## src/hw/rtl/pcb_pkg.sv

```systemverilog
package pcb_pkg;

  localparam int CHANNELS = 2;
  localparam int CH_IDX_W = (CHANNELS > 1) ? $clog2(CHANNELS) : 1;

  localparam int SAMPLE_W   = 24;
  localparam int COEF_W     = 16;
  localparam int THR_W      = 23;
  localparam int RATIO_W    = 15;
  localparam int MAKEUP_W   = 16;
  localparam int BLEND_W    = 17;
  localparam int CFG_IDX_W  = 3;
  localparam int CFG_DATA_W = 23;

  localparam logic [CFG_IDX_W-1:0] REG_ATTACK    = 3'd0;
  localparam logic [CFG_IDX_W-1:0] REG_RELEASE   = 3'd1;
  localparam logic [CFG_IDX_W-1:0] REG_THRESHOLD = 3'd2;
  localparam logic [CFG_IDX_W-1:0] REG_RATIO     = 3'd3;
  localparam logic [CFG_IDX_W-1:0] REG_MAKEUP    = 3'd4;
  localparam logic [CFG_IDX_W-1:0] REG_BLEND     = 3'd5;

  localparam logic [COEF_W-1:0]   RST_ATTACK    = 16'd65000;
  localparam logic [COEF_W-1:0]   RST_RELEASE   = 16'd65500;
  localparam logic [THR_W-1:0]    RST_THRESHOLD = 23'd8388607;
  localparam logic [RATIO_W-1:0]  RST_RATIO     = 15'd256;
  localparam logic [MAKEUP_W-1:0] RST_MAKEUP    = 16'd4096;
  localparam logic [BLEND_W-1:0]  RST_BLEND     = 17'd65536;

  // datapath widths
  localparam int GAIN_W  = 25;   // Q1.24 gain, up to 1.0
  localparam int WET_W   = 28;
  localparam int MUL_A_W = 28;
  localparam int MUL_B_W = 25;
  localparam int PROD_W  = MUL_A_W + MUL_B_W;
  localparam int ACC_W   = PROD_W;

  // shared divider
  localparam int DIV_W       = 48;
  localparam int DIVR_W      = 24;
  localparam int DIV_BITS    = 2;   // quotient bits per cycle
  localparam int DIV_CYC     = DIV_W / DIV_BITS;
  localparam int DIV_CNT_W   = $clog2(DIV_CYC + 1);

  localparam int STEP_W = 5;
  localparam logic [STEP_W-1:0] STEP_IDLE  = 5'd0;
  localparam logic [STEP_W-1:0] STEP_UNITY = 5'd11;
  localparam logic [STEP_W-1:0] STEP_MUL_G = 5'd12;

  typedef struct packed {
    logic [COEF_W-1:0]   attack;
    logic [COEF_W-1:0]   release_c;
    logic [THR_W-1:0]    threshold;
    logic [RATIO_W-1:0]  ratio;
    logic [MAKEUP_W-1:0] makeup;
    logic [BLEND_W-1:0]  blend;
  } cfg_t;

  typedef enum logic [1:0] {
    MA_ENV, MA_ABS, MA_COMP, MA_WET
  } mul_a_e;

  typedef enum logic [2:0] {
    MB_COEF, MB_COEF_INV, MB_GAIN, MB_MAKEUP, MB_BLEND_INV, MB_BLEND
  } mul_b_e;

  typedef enum logic [2:0] {
    ACC_HOLD, ACC_INIT_R12, ACC_INIT_R16, ACC_INIT_R24, ACC_ADD
  } acc_op_e;

  typedef enum logic [2:0] {
    DST_NONE, DST_ENV, DST_GAIN_Q, DST_GAIN_ONE, DST_COMP, DST_WET, DST_OUT
  } dst_e;

  typedef enum logic [1:0] {
    DIV_NONE, DIV_LEVEL, DIV_GAIN
  } div_op_e;

  typedef enum logic [2:0] {
    SEQ_WAIT_IN, SEQ_NEXT, SEQ_WAIT_DIV, SEQ_JUMP, SEQ_JUMP_LE, SEQ_WAIT_OUT
  } seq_e;

  typedef struct packed {
    seq_e              seq;
    logic [STEP_W-1:0] target;
    mul_a_e            ma;
    mul_b_e            mb;
    acc_op_e           acc;
    dst_e              dst;
    div_op_e           div;
  } ctrl_t;

  typedef struct packed {
    logic start;
    logic div_busy;
    logic env_le;
    logic out_free;
  } stat_t;

  typedef struct packed {
    logic              start;
    logic [DIV_W-1:0]  dividend;
    logic [DIVR_W-1:0] divisor;
  } div_req_t;

  function automatic ctrl_t cw(input seq_e seq, input logic [STEP_W-1:0] target,
                               input mul_a_e ma, input mul_b_e mb, input acc_op_e acc,
                               input dst_e dst, input div_op_e div);
    ctrl_t c;
    c.seq    = seq;
    c.target = target;
    c.ma     = ma;
    c.mb     = mb;
    c.acc    = acc;
    c.dst    = dst;
    c.div    = div;
    return c;
  endfunction

  // microprogram; a multiply issued in step n is accumulated in step n+1
  function automatic ctrl_t ucode(input logic [STEP_W-1:0] step);
    ctrl_t c;
    case (step)
      5'd0:  c = cw(SEQ_WAIT_IN,  STEP_IDLE,  MA_ENV,  MB_COEF,      ACC_HOLD,     DST_NONE,
                    DIV_NONE);
      // envelope smoother
      5'd1:  c = cw(SEQ_NEXT,     STEP_IDLE,  MA_ENV,  MB_COEF,      ACC_INIT_R16, DST_NONE,
                    DIV_NONE);
      5'd2:  c = cw(SEQ_NEXT,     STEP_IDLE,  MA_ABS,  MB_COEF_INV,  ACC_ADD,      DST_NONE,
                    DIV_NONE);
      5'd3:  c = cw(SEQ_NEXT,     STEP_IDLE,  MA_ENV,  MB_COEF,      ACC_ADD,      DST_NONE,
                    DIV_NONE);
      5'd4:  c = cw(SEQ_NEXT,     STEP_IDLE,  MA_ENV,  MB_COEF,      ACC_HOLD,     DST_ENV,
                    DIV_NONE);
      // gain computer
      5'd5:  c = cw(SEQ_JUMP_LE,  STEP_UNITY, MA_ENV,  MB_COEF,      ACC_HOLD,     DST_NONE,
                    DIV_NONE);
      5'd6:  c = cw(SEQ_NEXT,     STEP_IDLE,  MA_ENV,  MB_COEF,      ACC_HOLD,     DST_NONE,
                    DIV_LEVEL);
      5'd7:  c = cw(SEQ_WAIT_DIV, STEP_IDLE,  MA_ENV,  MB_COEF,      ACC_HOLD,     DST_NONE,
                    DIV_NONE);
      5'd8:  c = cw(SEQ_NEXT,     STEP_IDLE,  MA_ENV,  MB_COEF,      ACC_HOLD,     DST_NONE,
                    DIV_GAIN);
      5'd9:  c = cw(SEQ_WAIT_DIV, STEP_IDLE,  MA_ENV,  MB_COEF,      ACC_HOLD,     DST_NONE,
                    DIV_NONE);
      5'd10: c = cw(SEQ_JUMP,     STEP_MUL_G, MA_ENV,  MB_COEF,      ACC_HOLD,     DST_GAIN_Q,
                    DIV_NONE);
      5'd11: c = cw(SEQ_NEXT,     STEP_IDLE,  MA_ENV,  MB_COEF,      ACC_HOLD,     DST_GAIN_ONE,
                    DIV_NONE);
      // compressed path, makeup, blend
      5'd12: c = cw(SEQ_NEXT,     STEP_IDLE,  MA_ABS,  MB_GAIN,      ACC_INIT_R24, DST_NONE,
                    DIV_NONE);
      5'd13: c = cw(SEQ_NEXT,     STEP_IDLE,  MA_ENV,  MB_COEF,      ACC_ADD,      DST_NONE,
                    DIV_NONE);
      5'd14: c = cw(SEQ_NEXT,     STEP_IDLE,  MA_ENV,  MB_COEF,      ACC_HOLD,     DST_COMP,
                    DIV_NONE);
      5'd15: c = cw(SEQ_NEXT,     STEP_IDLE,  MA_COMP, MB_MAKEUP,    ACC_INIT_R12, DST_NONE,
                    DIV_NONE);
      5'd16: c = cw(SEQ_NEXT,     STEP_IDLE,  MA_ENV,  MB_COEF,      ACC_ADD,      DST_NONE,
                    DIV_NONE);
      5'd17: c = cw(SEQ_NEXT,     STEP_IDLE,  MA_ENV,  MB_COEF,      ACC_HOLD,     DST_WET,
                    DIV_NONE);
      5'd18: c = cw(SEQ_NEXT,     STEP_IDLE,  MA_ABS,  MB_BLEND_INV, ACC_INIT_R16, DST_NONE,
                    DIV_NONE);
      5'd19: c = cw(SEQ_NEXT,     STEP_IDLE,  MA_WET,  MB_BLEND,     ACC_ADD,      DST_NONE,
                    DIV_NONE);
      5'd20: c = cw(SEQ_NEXT,     STEP_IDLE,  MA_ENV,  MB_COEF,      ACC_ADD,      DST_NONE,
                    DIV_NONE);
      5'd21: c = cw(SEQ_WAIT_OUT, STEP_IDLE,  MA_ENV,  MB_COEF,      ACC_HOLD,     DST_OUT,
                    DIV_NONE);
      default: c = cw(SEQ_JUMP,   STEP_IDLE,  MA_ENV,  MB_COEF,      ACC_HOLD,     DST_NONE,
                      DIV_NONE);
    endcase
    return c;
  endfunction

endpackage

```

## src/hw/rtl/pcb_sequencer.sv

```systemverilog
module pcb_sequencer (
  input  logic           clk_i,
  input  logic           rst_ni,
  input  pcb_pkg::stat_t stat_i,
  output pcb_pkg::ctrl_t ctrl_o
);

  logic [pcb_pkg::STEP_W-1:0] step_q, step_d;
  logic [pcb_pkg::STEP_W-1:0] step_inc;

  assign ctrl_o   = pcb_pkg::ucode(step_q);
  assign step_inc = step_q + pcb_pkg::STEP_W'(1);

  always_comb begin
    step_d = step_q;
    unique case (ctrl_o.seq)
      pcb_pkg::SEQ_WAIT_IN:  if (stat_i.start) step_d = step_inc;
      pcb_pkg::SEQ_NEXT:     step_d = step_inc;
      pcb_pkg::SEQ_WAIT_DIV: if (!stat_i.div_busy) step_d = step_inc;
      pcb_pkg::SEQ_JUMP:     step_d = ctrl_o.target;
      pcb_pkg::SEQ_JUMP_LE:  step_d = stat_i.env_le ? ctrl_o.target : step_inc;
      pcb_pkg::SEQ_WAIT_OUT: if (stat_i.out_free) step_d = ctrl_o.target;
      default:               step_d = pcb_pkg::STEP_IDLE;
    endcase
  end

  always_ff @(posedge clk_i or negedge rst_ni) begin
    if (!rst_ni) begin
      step_q <= pcb_pkg::STEP_IDLE;
    end else begin
      step_q <= step_d;
    end
  end

endmodule

```

## src/hw/rtl/pcb_divider.sv

```systemverilog
module pcb_divider (
  input  logic                      clk_i,
  input  logic                      rst_ni,
  input  pcb_pkg::div_req_t         req_i,
  output logic                      busy_o,
  output logic [pcb_pkg::DIV_W-1:0] quotient_o
);

  logic [pcb_pkg::DIV_W-1:0]     quo_q, quo_d;
  logic [pcb_pkg::DIVR_W-1:0]    rem_q, rem_d;
  logic [pcb_pkg::DIVR_W-1:0]    den_q;
  logic [pcb_pkg::DIV_CNT_W-1:0] cnt_q, cnt_d;
  logic                          busy_q, busy_d;

  // restoring division, DIV_BITS quotient bits per cycle
  always_comb begin
    logic [pcb_pkg::DIVR_W:0] ext;
    quo_d = quo_q;
    rem_d = rem_q;
    for (int i = 0; i < pcb_pkg::DIV_BITS; i++) begin
      ext   = {rem_d, quo_d[pcb_pkg::DIV_W-1]};
      quo_d = {quo_d[pcb_pkg::DIV_W-2:0], 1'b0};
      if (ext >= {1'b0, den_q}) begin
        ext      = ext - {1'b0, den_q};
        quo_d[0] = 1'b1;
      end
      rem_d = ext[pcb_pkg::DIVR_W-1:0];
    end
  end

  always_comb begin
    cnt_d  = cnt_q;
    busy_d = busy_q;
    if (req_i.start) begin
      cnt_d  = pcb_pkg::DIV_CNT_W'(pcb_pkg::DIV_CYC);
      busy_d = 1'b1;
    end else if (busy_q) begin
      cnt_d  = cnt_q - pcb_pkg::DIV_CNT_W'(1);
      busy_d = (cnt_q != pcb_pkg::DIV_CNT_W'(1));
    end
  end

  always_ff @(posedge clk_i or negedge rst_ni) begin
    if (!rst_ni) begin
      cnt_q  <= '0;
      busy_q <= 1'b0;
    end else begin
      cnt_q  <= cnt_d;
      busy_q <= busy_d;
    end
  end

  always_ff @(posedge clk_i) begin
    if (req_i.start) begin
      quo_q <= req_i.dividend;
      rem_q <= '0;
      den_q <= req_i.divisor;
    end else if (busy_q) begin
      quo_q <= quo_d;
      rem_q <= rem_d;
    end
  end

  assign busy_o     = busy_q;
  assign quotient_o = quo_q;

endmodule

```

## src/hw/rtl/pcb_datapath.sv

```systemverilog
module pcb_datapath (
  input  logic                         clk_i,
  input  logic                         rst_ni,
  input  pcb_pkg::ctrl_t               ctrl_i,
  input  pcb_pkg::cfg_t                cfg_i,
  input  logic                         start_i,
  input  logic                         channel_i,
  input  logic [pcb_pkg::SAMPLE_W-1:0] sample_i,
  input  logic [pcb_pkg::DIV_W-1:0]    quotient_i,
  output pcb_pkg::div_req_t            div_req_o,
  output logic                         env_le_o,
  output logic                         out_free_o,
  output logic                         out_valid_o,
  input  logic                         out_ready_i,
  output logic                         out_channel_o,
  output logic [pcb_pkg::SAMPLE_W-1:0] sample_o
);

  localparam int SW = pcb_pkg::SAMPLE_W;
  localparam int MAG_W = pcb_pkg::ACC_W - 16;

  logic [SW-1:0] env_q [pcb_pkg::CHANNELS];

  logic [pcb_pkg::CH_IDX_W-1:0] in_idx, idx_q;
  logic [SW-1:0]                in_abs, env_rd;
  logic [pcb_pkg::COEF_W-1:0]   in_coef;

  logic [SW-1:0]                a_q, e_q, comp_q;
  logic                         neg_q, chan_q;
  logic [pcb_pkg::COEF_W-1:0]   c_q;
  logic [pcb_pkg::GAIN_W-1:0]   g_q;
  logic [pcb_pkg::WET_W-1:0]    wet_q;

  logic [pcb_pkg::RATIO_W-1:0]  ratio_eff;
  logic [pcb_pkg::BLEND_W-1:0]  blend_eff, blend_inv, coef_inv;

  logic [pcb_pkg::MUL_A_W-1:0]  mul_a;
  logic [pcb_pkg::MUL_B_W-1:0]  mul_b;
  logic [pcb_pkg::PROD_W-1:0]   prod, p_q;
  logic [pcb_pkg::ACC_W-1:0]    acc_q, acc_d;

  logic [SW-1:0]                env_new, level, env_diff, sat_mag;
  logic [MAG_W-1:0]             mag;
  logic                         out_load, out_valid_q;
  logic                         out_chan_q;
  logic [SW-1:0]                out_q;

  // item capture
  assign in_idx  = (32'(channel_i) < pcb_pkg::CHANNELS) ? pcb_pkg::CH_IDX_W'(channel_i)
                                                        : pcb_pkg::CH_IDX_W'(pcb_pkg::CHANNELS - 1);
  assign in_abs  = sample_i[SW-1] ? (~sample_i + SW'(1)) : sample_i;
  assign env_rd  = env_q[in_idx];
  assign in_coef = (in_abs > env_rd) ? cfg_i.attack : cfg_i.release_c;

  // register clamps
  assign ratio_eff = (cfg_i.ratio < pcb_pkg::RATIO_W'(256)) ? pcb_pkg::RATIO_W'(256) : cfg_i.ratio;
  assign blend_eff = (cfg_i.blend > pcb_pkg::BLEND_W'(65536)) ? pcb_pkg::BLEND_W'(65536)
                                                               : cfg_i.blend;
  assign blend_inv = pcb_pkg::BLEND_W'(65536) - blend_eff;
  assign coef_inv  = pcb_pkg::BLEND_W'(65536) - {1'b0, c_q};

  // multiplier operands
  always_comb begin
    unique case (ctrl_i.ma)
      pcb_pkg::MA_ENV:  mul_a = pcb_pkg::MUL_A_W'(e_q);
      pcb_pkg::MA_ABS:  mul_a = pcb_pkg::MUL_A_W'(a_q);
      pcb_pkg::MA_COMP: mul_a = pcb_pkg::MUL_A_W'(comp_q);
      pcb_pkg::MA_WET:  mul_a = wet_q;
      default:          mul_a = '0;
    endcase
  end

  always_comb begin
    unique case (ctrl_i.mb)
      pcb_pkg::MB_COEF:      mul_b = pcb_pkg::MUL_B_W'(c_q);
      pcb_pkg::MB_COEF_INV:  mul_b = pcb_pkg::MUL_B_W'(coef_inv);
      pcb_pkg::MB_GAIN:      mul_b = g_q;
      pcb_pkg::MB_MAKEUP:    mul_b = pcb_pkg::MUL_B_W'(cfg_i.makeup);
      pcb_pkg::MB_BLEND_INV: mul_b = pcb_pkg::MUL_B_W'(blend_inv);
      pcb_pkg::MB_BLEND:     mul_b = pcb_pkg::MUL_B_W'(blend_eff);
      default:               mul_b = '0;
    endcase
  end

  assign prod = pcb_pkg::PROD_W'(mul_a) * pcb_pkg::PROD_W'(mul_b);

  // accumulator, seeded with the rounding half of the following shift
  always_comb begin
    unique case (ctrl_i.acc)
      pcb_pkg::ACC_HOLD:     acc_d = acc_q;
      pcb_pkg::ACC_INIT_R12: acc_d = pcb_pkg::ACC_W'(1) << 11;
      pcb_pkg::ACC_INIT_R16: acc_d = pcb_pkg::ACC_W'(1) << 15;
      pcb_pkg::ACC_INIT_R24: acc_d = pcb_pkg::ACC_W'(1) << 23;
      pcb_pkg::ACC_ADD:      acc_d = acc_q + p_q;
      default:               acc_d = acc_q;
    endcase
  end

  assign env_new  = acc_q[SW+15:16];
  assign env_le_o = (e_q <= {1'b0, cfg_i.threshold});
  assign env_diff = e_q - {1'b0, cfg_i.threshold};
  assign level    = {1'b0, cfg_i.threshold} + quotient_i[SW-1:0];

  // divider requests: (e-T)*256/ratio, then level*2^24/max(e,1)
  always_comb begin
    div_req_o.start    = (ctrl_i.div != pcb_pkg::DIV_NONE);
    div_req_o.dividend = '0;
    div_req_o.divisor  = '0;
    unique case (ctrl_i.div)
      pcb_pkg::DIV_LEVEL: begin
        div_req_o.dividend = pcb_pkg::DIV_W'({env_diff, 8'd0});
        div_req_o.divisor  = pcb_pkg::DIVR_W'(ratio_eff);
      end
      pcb_pkg::DIV_GAIN: begin
        div_req_o.dividend = {level, 24'd0};
        div_req_o.divisor  = (e_q == '0) ? pcb_pkg::DIVR_W'(1) : e_q;
      end
      default: ;
    endcase
  end

  // output saturation
  assign mag = acc_q[pcb_pkg::ACC_W-1:16];
  always_comb begin
    if (neg_q) begin
      sat_mag = (mag > MAG_W'(24'h800000)) ? 24'h800000 : mag[SW-1:0];
    end else begin
      sat_mag = (mag > MAG_W'(24'h7FFFFF)) ? 24'h7FFFFF : mag[SW-1:0];
    end
  end

  assign out_free_o = !out_valid_q || out_ready_i;
  assign out_load   = (ctrl_i.dst == pcb_pkg::DST_OUT) && out_free_o;

  always_ff @(posedge clk_i or negedge rst_ni) begin
    if (!rst_ni) begin
      for (int i = 0; i < pcb_pkg::CHANNELS; i++) env_q[i] <= '0;
      out_valid_q <= 1'b0;
    end else begin
      if (ctrl_i.dst == pcb_pkg::DST_ENV) env_q[idx_q] <= env_new;
      if (out_load) begin
        out_valid_q <= 1'b1;
      end else if (out_ready_i) begin
        out_valid_q <= 1'b0;
      end
    end
  end

  always_ff @(posedge clk_i) begin
    p_q   <= prod;
    acc_q <= acc_d;
    if (start_i) begin
      a_q    <= in_abs;
      neg_q  <= sample_i[SW-1];
      chan_q <= channel_i;
      idx_q  <= in_idx;
      e_q    <= env_rd;
      c_q    <= in_coef;
    end
    case (ctrl_i.dst)
      pcb_pkg::DST_ENV:      e_q    <= env_new;
      pcb_pkg::DST_GAIN_Q:   g_q    <= quotient_i[pcb_pkg::GAIN_W-1:0];
      pcb_pkg::DST_GAIN_ONE: g_q    <= pcb_pkg::GAIN_W'(1) << 24;
      pcb_pkg::DST_COMP:     comp_q <= acc_q[SW+23:24];
      pcb_pkg::DST_WET:      wet_q  <= acc_q[pcb_pkg::WET_W+11:12];
      default: ;
    endcase
    if (out_load) begin
      out_chan_q <= chan_q;
      out_q      <= neg_q ? (~sat_mag + SW'(1)) : sat_mag;
    end
  end

  assign out_valid_o   = out_valid_q;
  assign out_channel_o = out_chan_q;
  assign sample_o      = out_q;

endmodule

```

## src/hw/rtl/peak_compressor_with_blend.sv

```systemverilog
// Feed-forward peak compressor with makeup gain and dry/wet blend, two channels.
// s_axis: one Q1.23 sample per transaction in tdata, channel number in tuser.
// m_axis: the processed sample with the same channel number in tuser.
// cfg: register writes (index, data), always ready; write only while idle.
// Each sample updates that channel's peak envelope, then a microprogram runs
// the gain computer and the output path on one shared multiplier, with an
// iterative divider producing two quotient bits per cycle.
// Latency from input transaction to m_axis_tvalid is shorter when the
// envelope is at or below the threshold, since the gain computer then skips
// both divider runs. One sample is in work at a time; s_axis_tready rises
// at the edge that loads the result into the output register.
// A result waiting in the output register does not block the next sample;
// if the receiver stalls, the next result holds at the last microcode step.
// Reset clears the envelopes to zero, loads the register defaults and
// returns the sequencer to idle.
module peak_compressor_with_blend (
  input  logic                            clk_i,
  input  logic                            rst_ni,
  input  logic                            s_axis_tvalid,
  output logic                            s_axis_tready,
  input  logic [pcb_pkg::SAMPLE_W-1:0]    s_axis_tdata,   // [23:0] sample_in
  input  logic                            s_axis_tuser,   // [0] channel
  output logic                            m_axis_tvalid,
  input  logic                            m_axis_tready,
  output logic [pcb_pkg::SAMPLE_W-1:0]    m_axis_tdata,   // [23:0] sample_out
  output logic                            m_axis_tuser,   // [0] out_channel
  input  logic                            cfg_valid_i,
  output logic                            cfg_ready_o,
  input  logic [pcb_pkg::CFG_IDX_W-1:0]   cfg_index_i,
  input  logic [pcb_pkg::CFG_DATA_W-1:0]  cfg_data_i
);

  pcb_pkg::cfg_t     cfg_q;
  pcb_pkg::ctrl_t    ctrl;
  pcb_pkg::stat_t    stat;
  pcb_pkg::div_req_t div_req;
  logic                         div_busy;
  logic [pcb_pkg::DIV_W-1:0]    quotient;
  logic                         in_start, env_le, out_free;

  assign cfg_ready_o = 1'b1;

  always_ff @(posedge clk_i or negedge rst_ni) begin
    if (!rst_ni) begin
      cfg_q.attack    <= pcb_pkg::RST_ATTACK;
      cfg_q.release_c <= pcb_pkg::RST_RELEASE;
      cfg_q.threshold <= pcb_pkg::RST_THRESHOLD;
      cfg_q.ratio     <= pcb_pkg::RST_RATIO;
      cfg_q.makeup    <= pcb_pkg::RST_MAKEUP;
      cfg_q.blend     <= pcb_pkg::RST_BLEND;
    end else if (cfg_valid_i && cfg_ready_o) begin
      unique case (cfg_index_i)
        pcb_pkg::REG_ATTACK:    cfg_q.attack    <= cfg_data_i[pcb_pkg::COEF_W-1:0];
        pcb_pkg::REG_RELEASE:   cfg_q.release_c <= cfg_data_i[pcb_pkg::COEF_W-1:0];
        pcb_pkg::REG_THRESHOLD: cfg_q.threshold <= cfg_data_i[pcb_pkg::THR_W-1:0];
        pcb_pkg::REG_RATIO:     cfg_q.ratio     <= cfg_data_i[pcb_pkg::RATIO_W-1:0];
        pcb_pkg::REG_MAKEUP:    cfg_q.makeup    <= cfg_data_i[pcb_pkg::MAKEUP_W-1:0];
        pcb_pkg::REG_BLEND:     cfg_q.blend     <= cfg_data_i[pcb_pkg::BLEND_W-1:0];
        default: ;
      endcase
    end
  end

  assign s_axis_tready = (ctrl.seq == pcb_pkg::SEQ_WAIT_IN);
  assign in_start      = s_axis_tvalid && s_axis_tready;

  assign stat.start    = in_start;
  assign stat.div_busy = div_busy;
  assign stat.env_le   = env_le;
  assign stat.out_free = out_free;

  pcb_sequencer u_seq (
    .clk_i  (clk_i),
    .rst_ni (rst_ni),
    .stat_i (stat),
    .ctrl_o (ctrl)
  );

  pcb_divider u_div (
    .clk_i      (clk_i),
    .rst_ni     (rst_ni),
    .req_i      (div_req),
    .busy_o     (div_busy),
    .quotient_o (quotient)
  );

  pcb_datapath u_dp (
    .clk_i         (clk_i),
    .rst_ni        (rst_ni),
    .ctrl_i        (ctrl),
    .cfg_i         (cfg_q),
    .start_i       (in_start),
    .channel_i     (s_axis_tuser),
    .sample_i      (s_axis_tdata),
    .quotient_i    (quotient),
    .div_req_o     (div_req),
    .env_le_o      (env_le),
    .out_free_o    (out_free),
    .out_valid_o   (m_axis_tvalid),
    .out_ready_i   (m_axis_tready),
    .out_channel_o (m_axis_tuser),
    .sample_o      (m_axis_tdata)
  );

  // a divide is never issued on top of a running one
  assert property (@(posedge clk_i) disable iff (!rst_ni)
    div_req.start |-> !div_busy)
    else $error("divider restarted while busy");

  // the divider's busy flag drops exactly at the end of its run
  assert property (@(posedge clk_i) disable iff (!rst_ni)
    div_req.start |-> ##(pcb_pkg::DIV_CYC) div_busy ##1 !div_busy)
    else $error("divider run length wrong");

  // the sequencer leaves idle on every accepted sample
  assert property (@(posedge clk_i) disable iff (!rst_ni)
    in_start |=> !s_axis_tready)
    else $error("sequencer did not start on input transaction");

endmodule

```

## config.mk

```make
export PLATFORM = sky130hd
export DESIGN_NAME = peak_compressor_with_blend
export DESIGN_NICKNAME = d
export VERILOG_FILES = /design/src/hw/rtl/pcb_pkg.sv /design/src/hw/rtl/pcb_sequencer.sv /design/src/hw/rtl/pcb_divider.sv /design/src/hw/rtl/pcb_datapath.sv /design/src/hw/rtl/peak_compressor_with_blend.sv
export SDC_FILE = /design/constraint.sdc
export NUM_CORES = 2
export LEC_CHECK = 0
export ABC_AREA = 1
export CORE_AREA = 5 5 343 345
export CTS_CLUSTER_SIZE = 8
export DETAILED_ROUTE_END_ITERATION = 10
export DIE_AREA = 0 0 348 350
export DONT_BUFFER_PORTS = 1
export PLACE_DENSITY = 0.67
export SETUP_SLACK_MARGIN = 0.15
export SYNTH_ARGS = -nofsm -noshare
export SYNTH_HDL_FRONTEND = slang
export SYNTH_SLANG_ARGS = --single-unit
```

## constraint.sdc

```tcl
create_clock -name clk_i -period 10.6 [get_ports clk_i]
set_clock_uncertainty 0.1 [all_clocks]
set_input_delay 1.59 -clock clk_i [delete_from_list [all_inputs] [get_ports clk_i]]
set_output_delay 1.59 -clock clk_i [all_outputs]
set_load 0.05 [all_outputs]
```

==> results.sh <==
export IMPL_status="finished, final reports clean"
export IMPL_relSlewSlack_pct=12.2
export IMPL_holdWs_ps=359
export IMPL_clkSinkCount=533
export IMPL_fillCellCount=10900
export IMPL_ios=84
export IMPL_use_met3_pct=7.97
export IMPL_cap_viol_max_count=0
export IMPL_crit_slowest_cell="fa_1"
export IMPL_avgSynthCellArea_sq_um=7.98
export IMPL_drive_gt1_share_pct=6.64
export IMPL_min_path_type="register to register"
export IMPL_syn_area_sq_um=56600
export IMPL_die_w_um=348
export IMPL_final_cell_mix="1713 x nand2_1, 1301 x inv_1, 599 x fa_1, 544 x nor2_1, 451 x o21ai_0"
export IMPL_grt_util_met1_pct=43.3
export IMPL_arrival_ps=10350
export IMPL_routabilityCongestion=1.02
export IMPL_num_vias=48800
export IMPL_synthCells=7092
export IMPL_ys_seq_area_share_pct=25.6
export IMPL_cp_required_ps=11060
export IMPL_cpMostUsedCell="nand2_1"
export IMPL_cts_buffers=77
export IMPL_grtUsageTotal_pct=31.6
export IMPL_worstSkewPairLatency_ps=640
export IMPL_ys_ff_latch=533
export IMPL_yosysUniqueCellTypes=75
export IMPL_finalHoldViolCount=0
export IMPL_post_cts_buffers=0
export IMPL_cts_tree="yes"
export IMPL_synth_edf_count=293
export IMPL_antenna_found_initial=5
export IMPL_vias_per_cell=5.62
export IMPL_fin_nets=8136
export IMPL_worstSetupStartpointType="register"
export IMPL_final_common_cell="nand2_1"
export IMPL_grt_pass1_vias=48400
export IMPL_fin_crit_ps=9890
export IMPL_start_util_pct=49.7
export IMPL_core_area_sq_um=114000
export IMPL_critPathKind="register to register"
export IMPL_synthArstFlopShare_pct=30.6
export IMPL_rsz0062_at_grt="false"
export IMPL_ctsHoldBuffers=0
export IMPL_drtAntennaViolNets=0
export IMPL_crit_start="u_seq.step_q[1]"
export IMPL_dieHeight_um=350
export IMPL_setup_viol=0
export IMPL_overflow=0
export IMPL_grt_max_degree=164
export IMPL_yosysWarnings=0
export IMPL_clkSlewWorstSetupHoldPaths_ps=60
export IMPL_top_usage_layer="met2"
export IMPL_regArea_sq_um=14500
export IMPL_htree_levels=3
export IMPL_areaGrowthSynthToFinish_pct=7.14
export IMPL_root_buffer="clkbuf_16"
export IMPL_synth_top_flop_cell="edfxtp_1"
export IMPL_drt_iter0_markers=4774
export IMPL_route_detailed_drc=0
export IMPL_tightest_slew_ps=1320
export IMPL_avgRoutedWirePerCell_um=22.3
export IMPL_multi_input_area_sq_um=36100
export IMPL_hp_start="u_dp.acc_q[14]"
export IMPL_slew_violations=0
export IMPL_port_buffers=0
export IMPL_critPathMaxFanout=13
export IMPL_fin_tns_setup_ps=0
export IMPL_period_share_pct=93.3
export IMPL_cts_buffer_depth=3
export IMPL_timing_rr_start="u_seq.step_q[1]"
export IMPL_firstDrtPassIters=8
export IMPL_fp_row_count=124
export IMPL_grt_pass1_wl_um=294000
export IMPL_dieArea_sq_um=122000
export IMPL_wl_um=194000
export IMPL_fmax_ghz=0.101
export IMPL_gr_usage_met2_pct=48.8
export IMPL_cp_end_kind="register"
export IMPL_worst_path_largest_cell_delay_ps=560
export IMPL_place_hpwl_um=154000
[routing by layer]
metal	routed length, um	part of all wire (%)
met3	20100	10
met4	8510	4.4
met5	27	0.014
met1	80000	41
met2	85000	44
[timing repair]
action | CTS | global route
endpoints found under the hold margin | 0 | 0
gates resized for setup | 0 | 3
endpoints found under the setup margin | 0 | 6
[worst max-delay path: cells and delay by family (launching register included)]
kind	cells	cell delay, ps
fa+ha+maj	10	4590
simple gates	18	2710
buf+inv	10	1070
compound gates	2	690
flops	1	500
xor+xnor	1	140
[registers in the layout, indices dropped and copies added (netlist names), 5 cells and up]
signal,count
u_div.quotient_o,48
cfg_q,103
u_dp.p_q,53
u_dp.c_q,16
u_div.cnt_q,5
u_dp.acc_q,53
u_dp.a_q,24
u_div.rem_q,24
u_dp.wet_q,28
u_dp.e_q,24
u_dp.comp_q,24
u_div.den_q,24
u_dp.g_q,25
u_dp.sample_o,24
u_dp.env_q,48
u_seq.step_q,5
[cell families (layout without fill, tap and decap cells)]
logic type / after synthesis / after routing / share of synthesized area [%]
other cells: 2 / 36 / 0.0133
xor+xnor: 121 / 121 / 1.87
fa+ha+maj: 972 / 972 / 29.5
mux: 24 / 24 / 0.427
flops: 533 / 533 / 25.6
buf+inv: 1534 / 1582 / 11.0
compound gates: 1134 / 1134 / 11.3
simple gates: 2772 / 2772 / 20.3
[final cells by class]
cell class	instances	share of cell area [%]
antenna	3	0.0124
clock buffer	136	3.61
clock inverter	6	0.229
inverter	1333	8.30
multi-input combinational	5056	59.5
sequential	533	23.9
tap	1512	3.12
timing repair buffer	107	1.33
[final timing paths]
kind | slack [ps] | to | depth (start not counted)
worst max-delay path | 710 | u_dp.p_q[42] | 41
worst min-delay path | 360 | u_dp.wet_q[2] | 0
worst max register to register | 710 | u_dp.p_q[42] | 41
worst min register to register | 360 | u_dp.wet_q[2] | 0
max in group asynchronous | 9450 | u_dp.env_q[8] | 0
min in group asynchronous | 590 | cfg_q[36] | 0
[metrics by stage]
stage / util, % / setup slack, ps / cells / instance area (sq um)
after floorplan: - / 2530 / 7123 / 56700
after global placement: 51.2 / 858 / 8541 / 58300
after detailed placement: 51.2 / 781 / 8541 / 58300
after CTS: 53.2 / 734 / 8683 / 60600
after global routing: 53.2 / 170 / 8683 / 60600
final: 53.2 / 713 / 8686 / 60600
[cell usage after synthesis (all sizes together) (48+ instances only)]
master  instances  share of area, %
nand3         276               2.6
o21ai         487               4.5
nor3           48              0.47
ha            372               8.2
xor2           71               1.1
clkbuf         67              0.45
dfstp          50               2.3
nand2        1771                12
fa            600                21
dfxtp          77               2.7
inv          1331               8.9
xnor2          50              0.77
a21oi         477               4.5
edfxtp        293                16
buf           134               1.6
nor2          570               3.9
dfrtp         113               5.0
Power is not shown: default switching activity piles up to over one toggle a cycle in this logic, so the estimate is an artifact.
